`src/hw/rtl/kslp_pkg.sv`:
```
// ---------------------------------------------------------------------------
// kslp_pkg
// Types and codes shared by the key press classifier modules.
// ---------------------------------------------------------------------------
package kslp_pkg;

   // Event codes carried in the result beat
   localparam logic [1:0] EV_NONE  = 2'd0;
   localparam logic [1:0] EV_SHORT = 2'd1;
   localparam logic [1:0] EV_LONG  = 2'd2;

   // Register indexes on the csr port
   localparam logic [1:0] REG_CONFIRM = 2'd0;
   localparam logic [1:0] REG_LONG    = 2'd1;
   localparam logic [1:0] REG_SETTLE  = 2'd2;

   // Register reset values
   localparam logic [15:0] CONFIRM_RESET = 16'd50;
   localparam logic [15:0] LONG_RESET    = 16'd5000;
   localparam logic [7:0]  SETTLE_RESET  = 8'd2;

   // Timing thresholds handed to the classifier core
   typedef struct packed {
      logic [15:0] confirm_ticks;
      logic [15:0] long_ticks;
      logic [7:0]  settle_ticks;
   } cfg_type;

endpackage

```
`src/hw/rtl/kslp_core.sv`:
```
// ---------------------------------------------------------------------------
// kslp_core
// Debounce and short/long classification state machine, one sample per step.
// ---------------------------------------------------------------------------
module kslp_core (
   input  logic              clock,
   input  logic              reset,
   input  logic              step_en,
   input  logic              key_pressed,
   input  kslp_pkg::cfg_type cfg,
   output logic [1:0]        event_res
);

   localparam logic [2:0] PH_IDLE    = 3'd0;
   localparam logic [2:0] PH_CONFIRM = 3'd1;
   localparam logic [2:0] PH_HELD    = 3'd2;
   localparam logic [2:0] PH_REPORT  = 3'd3;
   localparam logic [2:0] PH_WAIT    = 3'd4;

   logic [2:0]  phase_ff,   phase_in;
   logic [15:0] hold_ff,    hold_in;
   logic [7:0]  release_ff, release_in;
   logic        long_ff,    long_in;
   logic [15:0] hold_inc;
   logic [7:0]  release_inc;

   // Saturating counter increments
   assign hold_inc    = (hold_ff == 16'hFFFF) ? hold_ff : hold_ff + 16'd1;
   assign release_inc = (release_ff == 8'hFF) ? release_ff : release_ff + 8'd1;

   // Next state and event for the current sample
   always_comb begin
      phase_in   = phase_ff;
      hold_in    = hold_ff;
      release_in = release_ff;
      long_in    = long_ff;
      event_res  = kslp_pkg::EV_NONE;
      case (phase_ff)
         PH_IDLE: begin
            if (key_pressed) begin
               phase_in   = PH_CONFIRM;
               hold_in    = 16'd0;
               release_in = 8'd0;
            end
         end
         PH_CONFIRM: begin
            if (key_pressed) begin
               hold_in = hold_inc;
               if (hold_inc > cfg.confirm_ticks) begin
                  long_in  = 1'b0;
                  hold_in  = 16'd0;
                  phase_in = PH_HELD;
               end
            end else begin
               phase_in = PH_IDLE;
            end
         end
         PH_HELD: begin
            if (key_pressed) begin
               hold_in = hold_inc;
               if (hold_inc > cfg.long_ticks) begin
                  long_in  = 1'b1;
                  hold_in  = 16'd0;
                  phase_in = PH_REPORT;
               end
            end else begin
               // first release classifies short; count carries into wait
               release_in = release_inc;
               long_in    = 1'b0;
               phase_in   = PH_REPORT;
            end
         end
         PH_REPORT: begin
            event_res = long_ff ? kslp_pkg::EV_LONG : kslp_pkg::EV_SHORT;
            phase_in  = PH_WAIT;
         end
         PH_WAIT: begin
            // a pressed sample is ignored here
            if (!key_pressed) begin
               release_in = release_inc;
               if (release_inc > cfg.settle_ticks) begin
                  phase_in = PH_IDLE;
               end
            end
         end
         default: begin
            phase_in = PH_IDLE;
         end
      endcase
   end

   // Advance the machine on each accepted sample
   always_ff @(posedge clock) begin
      if (reset) begin
         phase_ff   <= PH_IDLE;
         hold_ff    <= 16'd0;
         release_ff <= 8'd0;
         long_ff    <= 1'b0;
      end else if (step_en) begin
         phase_ff   <= phase_in;
         hold_ff    <= hold_in;
         release_ff <= release_in;
         long_ff    <= long_in;
      end
   end

endmodule

```
`src/hw/rtl/key_short_long_press_classifier.sv`:
```
// ---------------------------------------------------------------------------
// key_short_long_press_classifier
// Debounced single-key classifier reporting short and long presses.
// ---------------------------------------------------------------------------
//  Channel   Direction  Payload                    Beat rule
//  req_*     in         tdata[0] key_pressed       tvalid & tready
//  rsp_*     out        tdata[1:0] event_res       tvalid & tready
//  csr_*     in         index 0..2, 16-bit data    csr_we
//
//  Every sample beat yields one result beat the cycle after acceptance.
//  One sample per cycle is sustained; the state update is a single pass
//  of counter increment and compare in front of the result register.
//  req_tready drops only while a result is held by a stalled rsp side.
//  Synchronous reset restores the thresholds and returns the key to idle.
// ---------------------------------------------------------------------------
module key_short_long_press_classifier (
   input  logic        clock,
   input  logic        reset,
   // sample channel
   input  logic        req_tvalid,
   output logic        req_tready,
   input  logic [7:0]  req_tdata,   // [0] key_pressed, [7:1] zero fill
   // result channel
   output logic        rsp_tvalid,
   input  logic        rsp_tready,
   output logic [7:0]  rsp_tdata,   // [1:0] event_res, [7:2] zero fill
   // configuration
   input  logic        csr_we,
   input  logic [1:0]  csr_index,
   input  logic [15:0] csr_wdata
);

   kslp_pkg::cfg_type cfg_ff;
   logic              rsp_valid_ff, rsp_valid_in;
   logic [1:0]        event_ff;
   logic [1:0]        event_step;
   logic              req_beat;

   assign req_tready = !rsp_valid_ff || rsp_tready;
   assign req_beat   = req_tvalid && req_tready;

   // Threshold registers
   always_ff @(posedge clock) begin
      if (reset) begin
         cfg_ff.confirm_ticks <= kslp_pkg::CONFIRM_RESET;
         cfg_ff.long_ticks    <= kslp_pkg::LONG_RESET;
         cfg_ff.settle_ticks  <= kslp_pkg::SETTLE_RESET;
      end else if (csr_we) begin
         case (csr_index)
            kslp_pkg::REG_CONFIRM: cfg_ff.confirm_ticks <= csr_wdata;
            kslp_pkg::REG_LONG:    cfg_ff.long_ticks    <= csr_wdata;
            kslp_pkg::REG_SETTLE:  cfg_ff.settle_ticks  <= csr_wdata[7:0];
            default: begin
            end
         endcase
      end
   end

   kslp_core u_core (
      .clock       (clock),
      .reset       (reset),
      .step_en     (req_beat),
      .key_pressed (req_tdata[0]),
      .cfg         (cfg_ff),
      .event_res   (event_step)
   );

   // Result register: load on a sample beat, drop once taken
   always_comb begin
      rsp_valid_in = rsp_valid_ff;
      if (req_beat) begin
         rsp_valid_in = 1'b1;
      end else if (rsp_tready) begin
         rsp_valid_in = 1'b0;
      end
   end

   always_ff @(posedge clock) begin
      if (reset) begin
         rsp_valid_ff <= 1'b0;
      end else begin
         rsp_valid_ff <= rsp_valid_in;
      end
   end

   always_ff @(posedge clock) begin
      if (req_beat) begin
         event_ff <= event_step;
      end
   end

   assign rsp_tvalid = rsp_valid_ff;
   assign rsp_tdata  = {6'd0, event_ff};

endmodule

```
`config.mk`:
```
export PLATFORM = sky130hd
export DESIGN_NAME = key_short_long_press_classifier
export DESIGN_NICKNAME = d
export VERILOG_FILES = /design/src/hw/rtl/kslp_pkg.sv /design/src/hw/rtl/kslp_core.sv /design/src/hw/rtl/key_short_long_press_classifier.sv
export SDC_FILE = /design/constraint.sdc
export NUM_CORES = 1
export LEC_CHECK = 0
export ABC_AREA = 1
export BUFFER_PORTS_ARGS = -buffer_cell sky130_fd_sc_hd__buf_2
export CAP_MARGIN = 0
export CORE_MARGIN = 3
export CORE_UTILIZATION = 55
export DETAILED_ROUTE_END_ITERATION = 8
export PLACE_DENSITY_LB_ADDON = 0.3
export SYNTH_ARGS = -nofsm -noshare
export SYNTH_HDL_FRONTEND = slang
export SYNTH_HIERARCHICAL = 1
export SYNTH_SLANG_ARGS = --single-unit
```
`constraint.sdc`:
```
create_clock -name clock -period 7.9 [get_ports clock]
set_clock_uncertainty 0.2 [all_clocks]
set_input_delay 1.975 -clock clock [delete_from_list [all_inputs] [get_ports clock]]
set_output_delay 1.975 -clock clock [all_outputs]
set_load 0.005 [all_outputs]
```
Word-level counts from Yosys, hierarchy flattened
Index checks and enable logic that the tools add are counted.
{ "word_totals": {"regBits": 71, "in_bits": 31, "output_inout_bits": 10, "word_cells": 75} }
{ "op_classes": {"n_addsub": 2, "magnitude_cmp": 3, "n_eq_ne": 17, "muxes": 27, "n_reduce_logical": 17} }
{ "op_table": {"columns": ["cell", "n"], "rows": [
  ["2-to-1 mux 16 bit", 6],
  ["one-hot mux 16 bit (3 select lines)", 1],
  ["> comparator 16 bit", 2],
  ["2-to-1 mux 8 bit", 3],
  ["2-to-1 mux 3 bit", 7],
  ["adder 16 x 1 -> 16 bit, second input constant", 1],
  ["equality test 16 bit, second input constant", 1],
  ["one-hot mux 8 bit (2 select lines)", 1],
  ["one-hot mux 3 bit (5 select lines)", 1],
  ["!= test 2 bit, second input constant", 5],
  ["AND reduction 5 bit", 2],
  ["adder 8 x 1 -> 8 bit, second input constant", 1],
  ["equality test 8 bit, second input constant", 1],
  ["> comparator 8 bit", 1],
  ["equality test 3 x 2 -> 1 bit, second input constant", 2],
  ["2-to-1 mux 1 bit", 6],
  ["!= test 3 x 2 -> 1 bit, second input constant", 2],
  ["AND reduction 2 bit", 3],
  ["AND reduction 6 bit", 1],
  ["nonzero test 2 bit", 3],
  ["!= test 2 x 1 -> 1 bit, second input constant", 2],
  ["AND reduction 4 bit", 1],
  ["equality test 3 x 1 -> 1 bit, second input constant", 1],
  ["equality test 3 bit, second input constant", 1],
  ["other kinds (11)", 11]
]} }

Depth between registers and ports, before layout
Gate-level depths: netlist of run 1.
{ "depth": {"depth_word": 6, "mapped_depth": 23, "depth_no_buf": 23} }

Modules after synthesis
Netlist of run 1, hierarchy kept.
{ "modules_own_cells": {"columns": ["module", "instances", "cells_per_inst", "area_each_um2", "seq_area_each_um2"], "rows": [
  ["kslp_core", 1, 500, 3083.0, 560.5],
  ["key_short_long_press_classifier", 1, 260, 1806.7, 880.8]
]} }

Worst setup path before layout of run 1
OpenSTA, ideal clock, no wires.
{ "synth_path": {"path_type": "input to output", "start": "input port rsp_tready", "end": "output port req_tready", "arrival_time_ns": 2.086, "required_time_ns": 5.725, "setup_slack_ns": 3.639, "cell_stages": 2, "n_path_buf": 0, "cell_sequence": "inv_1 > nand2_1"} }
{ "synth_via": {"elab_chain_len": 1} }
{ "synth_lines": {"columns": ["element", "line_no", "text"], "rows": [
  ["start: declaration", "key_short_long_press_classifier.sv:25", "input logic rsp_tready,"],
  ["logical OR 1 bit", "key_short_long_press_classifier.sv:39", "assign req_tready = !rsp_valid_ff || rsp_tready;"],
  ["end: declaration", "key_short_long_press_classifier.sv:21", "output logic req_tready,"]
]} }
No other way between the ends.

Final worst setup path of run 1
Ends and elaborated chain as after synthesis.

==> results.sh, run 1 <==
export IMPL_tightest_slew_ns=1.188
export IMPL_crit_arrival_ns=2.31
export IMPL_wl_per_cell_microns=12.77
export IMPL_cts_resized=0
export IMPL_post_cts_setup_buffers=0
export IMPL_grt_usage_pct=23.25
export IMPL_static_leakage_power_nw=2.729
export IMPL_ys_flop_type="dfxtp_1"
export IMPL_fin_crit_sh_pct=56.83
export IMPL_grt_pass1_wl_mm=19.22
export IMPL_crit_required_ns=5.73
export IMPL_setup_tns_ns=0
export IMPL_crit_fanout=2
export IMPL_via_per_inst=5.234
export IMPL_hpwl_mm=8.134
export IMPL_clk_pin_slew_worst_paths_ns=0.07
export IMPL_num_rows=33
export IMPL_drtPass1Iterations=5
export IMPL_finalPower_w=0.0009137
export IMPL_cts_buffer_depth=2
export IMPL_core_area_sq_um=8423
export IMPL_ys_async_sr_fraction_pct=0
export IMPL_insertion_delay_ns=0.34
export IMPL_syn_area_per_cell_sq_um=6.434
export IMPL_synth_top_area_share_pct=28.25
export IMPL_die_area_sq_um=10060
export IMPL_grt_start_max_net_pins=41
export IMPL_antennaDiodeCount=0
export IMPL_cts_hold_buf=0
export IMPL_cts_made_buffers=9
export IMPL_worstSetupPathType="in2out"
export IMPL_final_nets=847
export IMPL_area_delta_synth_final_pct=7.318
export IMPL_clock_power_share_pct=35.1
export IMPL_powerDensity_nw_per_um2=174.1
export IMPL_start_util_pct=58.05
export IMPL_htreeDepth=3
export IMPL_cp_end_kind="output pin"
export IMPL_hold_path_class="reg2reg"
export IMPL_ant_nets=0
export IMPL_drc=0
export IMPL_drv_cap=0
export IMPL_finalSetupViolCount=0
export IMPL_ys_seq_elements=71
export IMPL_p_switching_w=0.0002906
export IMPL_post_synth_top_count_cell="nand2_1"
export IMPL_die_w_microns=100.3
export IMPL_p_seq_share_pct=43.2
export IMPL_synth_area_leaders="dfxtp_1, nand2_1, ha_1"
export IMPL_finalHoldViolCount=0
export IMPL_initialDrtViolationCount=311
export IMPL_synth_edf_count=2
export IMPL_p_int_w=0.0006232
export IMPL_ff_latch_area_sq_um=1441
export IMPL_root_buffer="clkbuf_8"
export IMPL_cts_tree="done"
export IMPL_status="finished, final reports clean"
export IMPL_die_y_microns=100.3
export IMPL_combPwrFrac_pct=21.7
export IMPL_grt_overflow=0
export IMPL_port_buffers=27
export IMPL_place_congestion=0.9012
export IMPL_wl_mm=11.29
export IMPL_yosys_warnings=6
export IMPL_rsz0062_at_grt="no"
export IMPL_grt_pass1_vias=4391
export IMPL_p_sw_share_pct=31.80
export IMPL_cts_sinks=71
export IMPL_synth_area_sq_um=4890
export IMPL_ys_seq_area_share_pct=29.48
export IMPL_pin_count=41
export IMPL_synthCells=760
export IMPL_post_route_util_pct=62.30
export IMPL_max_clock_freq_ghz=0.2227
export IMPL_drive_gt1_share_pct=8.986
export IMPL_irDropWorstVdd_mv=0.1122
export IMPL_synth_top_cell_by_area="dfxtp_1"
export IMPL_period_minus_slack_ns=4.490
export IMPL_cp_start_kind="primary input"
export IMPL_drv_slew=0
export IMPL_vias=4627
export IMPL_yosys_cell_types_count=36
export IMPL_yosys_top_cells_count="nand2_1, inv_1, nor2_1, nand3_1, dfxtp_1"
export IMPL_fillers=777
export IMPL_relSlewSlack_pct=20.69
export IMPL_antenna_found_initial=0
export IMPL_multiInputGateArea_sq_um=2813
==> cells in the final DEF (no fill, tap or decap), drive strengths merged, types with 6 or more instances in the layout <==
cell,instances
a21oi,57
buf,29
clkbuf,11
conb,6
dfxtp,69
ha,42
inv,134
nand2,179
nand3,95
nand4,7
nor2,101
nor3,8
o21ai,10
xor2,11
==> routing by layer <==
layer | global-route usage (%) | part of all wire (%) | up-vias
li1 | - | - | 2395
met1 | 28.07 | 44 | 2092
met2 | 41.18 | 50 | 117
met3 | 4.656 | 4.2 | 23
met4 | 7.565 | 2.1 | 0
met5 | 0 | 0 | -
==> registers in the layout, summed over array words and instances, names as in the netlist <==
name / flops
rsp_tvalid: 1
u_core/long_ff: 1
event_ff: 2
u_core/phase_ff: 3
u_core/release_ff: 8
u_core/hold_ff: 16
cfg_ff: 40
==> power groups by stage <==
| stage | clock [W] | combinational [W] | sequential [W] |
|---|---|---|---|
| final | 0.000321 | 0.000198 | 0.000395 |
| after global routing | 0.000344 | 0.000227 | 0.000397 |
| after CTS | 0.000323 | 0.000196 | 0.000395 |
| after detailed placement | 0 | 0.000194 | 0.000403 |
| after global placement | 0 | 0.000187 | 0.000402 |
| after floorplan | 0 | 0.000151 | 0.000399 |
==> critical path, cell delays in order <==
cell	delay [ns]
buf_2	0.10
inv_1	0.06
nand2_1	0.06
buf_2	0.13
==> final cells by class <==
type,count,area share [%]
inverter,133,9.514
clock buffer,11,2.504
clock inverter,5,1.550
tap,105,2.504
sequential,71,27.47
multi-input combinational,530,53.60
timing repair buffer,29,2.861
==> kinds of logic after synthesis <==
| family | count (synthesis) | share of synthesized area [%] |
|---|---|---|
| AND/OR/NAND/NOR | 393 | 34.98 |
| buffers and inverters | 164 | 13.56 |
| AO/OA/AOI/OAI | 74 | 8.470 |
| flip-flops | 71 | 29.48 |
| adder cells (fa/ha/maj) | 42 | 10.75 |
| XOR/XNOR | 15 | 2.687 |
| other | 1 | 0.07669 |
==> path summary, 6_finish.rpt <==
check	start	endpoint	slack (ns)	cells after the start
max	rsp_tready	req_tready	3.41	4
min	cfg_ff[25]	cfg_ff[25]	0.26	2
max reg2reg	u_core/hold_ff[0]	u_core/phase_ff[0]	3.88	19
min reg2reg	cfg_ff[25]	cfg_ff[25]	0.26	2
==> metrics by stage <==
stage          hold WS, ns  std cells  cell area, sq um  setup WS, ns
4_1_cts             0.2632        884              5248         3.403
6_report            0.2620        884              5248         3.410
5_1_grt             0.2751        884              5248         3.378
3_3_place_gp        0.2456        868              5035         3.414
3_5_place_dp        0.2451        868              5035         3.405
2_1_floorplan       0.2289        765              4908         3.639
Note: power is estimated with default switching activity, not from simulation.
==> run 2, diff against run 1 <==
--- a/config.mk
+++ b/config.mk
@@ -5,11 +5,11 @@
 export SDC_FILE = /design/constraint.sdc
 export NUM_CORES = 1
 export LEC_CHECK = 0
-export ABC_AREA = 1
+export ABC_AREA = 0
 export BUFFER_PORTS_ARGS = -buffer_cell sky130_fd_sc_hd__buf_2
 export CAP_MARGIN = 0
 export CORE_MARGIN = 3
-export CORE_UTILIZATION = 55
+export CORE_UTILIZATION = 54
 export DETAILED_ROUTE_END_ITERATION = 8
 export PLACE_DENSITY_LB_ADDON = 0.3
 export SYNTH_ARGS = -nofsm -noshare
==> constraint.sdc (replaced) <==
create_clock -name clock -period 3.8 [get_ports clock]
set_clock_uncertainty 0.2 [all_clocks]
set_input_delay 0.95 -clock clock [delete_from_list [all_inputs] [get_ports clock]]
set_output_delay 0.95 -clock clock [all_outputs]
set_load 0.005 [all_outputs]
==> run 2 against run 1 <==
The run now ends with negative setup slack left. Non-clock buffer count is 53 higher. Core utilization is 8.4 points higher. Sequential cell count stayed put. Sequential share of layout area is 2.5 points lower. Cell area is 11% higher. Critical path depth is 13 higher. Worst hold slack better by 0.014 ns. Critical endpoint is now u_core/hold_ff[14]. Largest cell class unchanged. Largest power group unchanged.
==> results.sh, run 2 <==
export IMPL_status="finished, violations left"
export IMPL_violations="negative setup slack"
export IMPL_top_register="cfg_ff"
export IMPL_antennaDiodeCount=0
export IMPL_final_nets=675
export IMPL_finalHoldViolCount=0
export IMPL_place_congestion=0.8804
export IMPL_drv_slew=0
export IMPL_initialDrtViolationCount=330
export IMPL_synth_edf_count=2
export IMPL_synthCells=531
export IMPL_reg_top3="cfg_ff x40, u_core/hold_ff x16, u_core/release_ff x8"
export IMPL_grt_pass1_vias=3941
export IMPL_synth_area_sq_um=4624
export IMPL_grt_pass1_wl_mm=17.75
export IMPL_grt_start_max_net_pins=74
export IMPL_rr_endpoint="u_core/hold_ff[14]"
export IMPL_syn_area_per_cell_sq_um=8.709
export IMPL_yosys_warnings=6
export IMPL_cts_hold_buf=0
export IMPL_via_per_inst=5.809
export IMPL_crit_required_ns=3.88
export IMPL_largest_reg_flops=40
export IMPL_insertion_delay_ns=0.35
export IMPL_die_area_sq_um=9710
export IMPL_wl_mm=12.05
export IMPL_layout_commonest_cell="dfxtp_1"
export IMPL_antenna_found_initial=0
export IMPL_fin_crit_sh_pct=106.4
export IMPL_htreeDepth=3
export IMPL_final_cell_mix="dfxtp_1, nand2b_1, buf_4"
export IMPL_drive_gt1_share_pct=29.37
export IMPL_root_buffer="clkbuf_8"
export IMPL_die_y_microns=98.54
export IMPL_clock_power_share_pct=40.8
export IMPL_cts_sinks=71
export IMPL_cp_start_kind="flop"
export IMPL_hold_path_class="reg2reg"
export IMPL_max_clock_freq_ghz=0.2473
export IMPL_combPwrFrac_pct=14.6
export IMPL_grt_usage_pct=22.56
export IMPL_dp_slack_ns=-0.1646
export IMPL_final_area_sq_um=5836
export IMPL_cts_made_buffers=9
export IMPL_yosys_cell_types_count=63
export IMPL_reg2reg_depth=17
export IMPL_min_from="cfg_ff[13]"
export IMPL_ys_seq_elements=71
export IMPL_drtPass1Iterations=5
export IMPL_worstSetupPathType="reg2reg"
export IMPL_finalSetupViolCount=19
export IMPL_cts_buffer_depth=2
export IMPL_powerDensity_nw_per_um2=302.5
export IMPL_hpwl_mm=7.689
export IMPL_setup_ws_ns=-0.2437
export IMPL_cts_tree="done"
export IMPL_wl_per_cell_microns=16.94
export IMPL_die_w_microns=98.54
export IMPL_finalPower_w=0.001765
export IMPL_rsz0062_at_grt="yes"
export IMPL_drc=0
export IMPL_synth_top_cell_by_area="dfxtp_1"
export IMPL_area_delta_synth_final_pct=26.19
export IMPL_p_int_w=0.001310
export IMPL_irDropWorstVdd_mv=0.2718
export IMPL_grt_overflow=0
export IMPL_start_util_pct=56.00
export IMPL_post_route_util_pct=70.67
export IMPL_num_rows=33
export IMPL_pin_count=41
export IMPL_clk_pin_slew_worst_paths_ns=0.08
export IMPL_static_leakage_power_nw=2.457
export IMPL_ant_nets=0
export IMPL_p_switching_w=0.0004553
export IMPL_rrSetupSlack_ns=-0.24
export IMPL_worstHoldPathCells=2
export IMPL_yosys_top_cells_count="dfxtp_1, nand2b_1, ha_1, mux2i_1, inv_1"
export IMPL_crit_arrival_ns=4.13
export IMPL_period_minus_slack_ns=4.044
export IMPL_post_synth_top_count_cell="dfxtp_1"
export IMPL_drv_cap=0
export IMPL_port_buffers=27
export IMPL_ys_async_sr_fraction_pct=0
export IMPL_core_area_sq_um=8258
export IMPL_stdcell_count=711
export IMPL_reg2reg_from="u_core/hold_ff[8]"
export IMPL_synth_top_area_share_pct=29.87
export IMPL_relSlewSlack_pct=42.33
export IMPL_placed_area_sq_um=5074
export IMPL_crit_fanout=4
export IMPL_cp_end_kind="flop"
export IMPL_p_sw_share_pct=25.79
export IMPL_hold_end="cfg_ff[13]"
export IMPL_ys_flop_type="dfxtp_1"
export IMPL_synth_area_leaders="dfxtp_1, ha_1, mux2i_1"
export IMPL_ys_seq_area_share_pct=31.17
export IMPL_vias=4130
export IMPL_p_seq_share_pct=44.5
export IMPL_placed_cells=678
export IMPL_tightest_slew_ns=0.8650
## run 2: cell count changes in the layout (fill, tap and decap cells not counted), sizes merged, moves of 8 or more
cell    change
nand2     -144
inv        -96
nand3      -76
nor2       -66
buf        +53
nand2b     +52
mux2i      +40
a21oi      -31
xor2       -11
xnor2       +9
and3        +8
## run 2: kinds of logic after synthesis
group,synth area share [%]
AND/OR/NAND/NOR,26.57
other,0.08109
adder cells (fa/ha/maj),11.36
AO/OA/AOI/OAI,11.90
XOR/XNOR,2.462
buffers and inverters,6.818
multiplexers,9.632
flip-flops,31.17
## run 2: routing by layer
layer	GRT usage [%]	vias to the layer above	part of all wire, %	wire length (microns)
li1	-	1998	-	-
met1	26.82	1960	41	4994
met2	38.79	130	50	5970
met3	3.751	42	4.9	585
met4	12.18	0	4.1	494
met5	0	-	0	0
## run 2: area by class of cell
| type | count | area [sq um] |
|---|---|---|
| multi-input combinational | 399 | 3259 |
| fill | 620 | 2422 |
| sequential | 71 | 1456 |
| timing repair buffer | 82 | 603.1 |
| clock buffer | 11 | 162.7 |
| inverter | 39 | 146.4 |
| tap | 105 | 131.4 |
| clock inverter | 4 | 76.32 |
## run 2: worst max path at each step
stage,from,end,depth (start not counted)
2_1_floorplan,u_core/hold_ff[0],u_core/hold_ff[6],17
3_3_place_gp,u_core/hold_ff[1],u_core/phase_ff[2],16
3_5_place_dp,u_core/hold_ff[1],u_core/phase_ff[1],16
6_report,u_core/hold_ff[8],u_core/hold_ff[14],17
5_1_grt,u_core/hold_ff[8],u_core/hold_ff[14],17
4_1_cts,u_core/hold_ff[0],u_core/hold_ff[6],17
## run 2: per-stage QoR
step | setup TNS [ns] | hold WS, ns
after floorplan | -0.05891 | 0.2446
after global placement | -1.166 | 0.2578
after detailed placement | -1.765 | 0.2645
after CTS | -0.5102 | 0.2780
after global routing | -4.617 | 0.2974
final | -2.504 | 0.2756
## run 2: power by group through the flow
stage / combinational (W) / sequential (W) / clock [W]
floorplan: 0.000162 / 0.000794 / 0
global placement: 0.000203 / 0.000802 / 0
detailed placement: 0.000207 / 0.000803 / 0
CTS: 0.000275 / 0.000785 / 0.000729
global route: 0.000283 / 0.000789 / 0.000761
finish: 0.000259 / 0.000786 / 0.000721
## run 2: repair_timing
item,CTS,global route
gates resized for setup,28,50
pin swaps,16,55
gates cloned,2,0
hold endpoints to repair,0,0
setup buffers,10,10
setup endpoints to repair,20,20
## run 2: critical path, cell delays in order, from the launching register on
cell      delay [ns]
dfxtp_2         0.34
nand4_1         0.15
buf_4           0.19
nor4_4          0.36
a21oi_4         0.11
nor2b_4         0.16
nor2b_4         0.13
or2_4           0.24
ha_4            0.23
nand2_1         0.09
nor3_1          0.07
or4_1           0.54
o31a_1          0.38
o221ai_4        0.28
buf_6           0.16
buf_16          0.11
nand3_2         0.09
a21oi_2         0.15
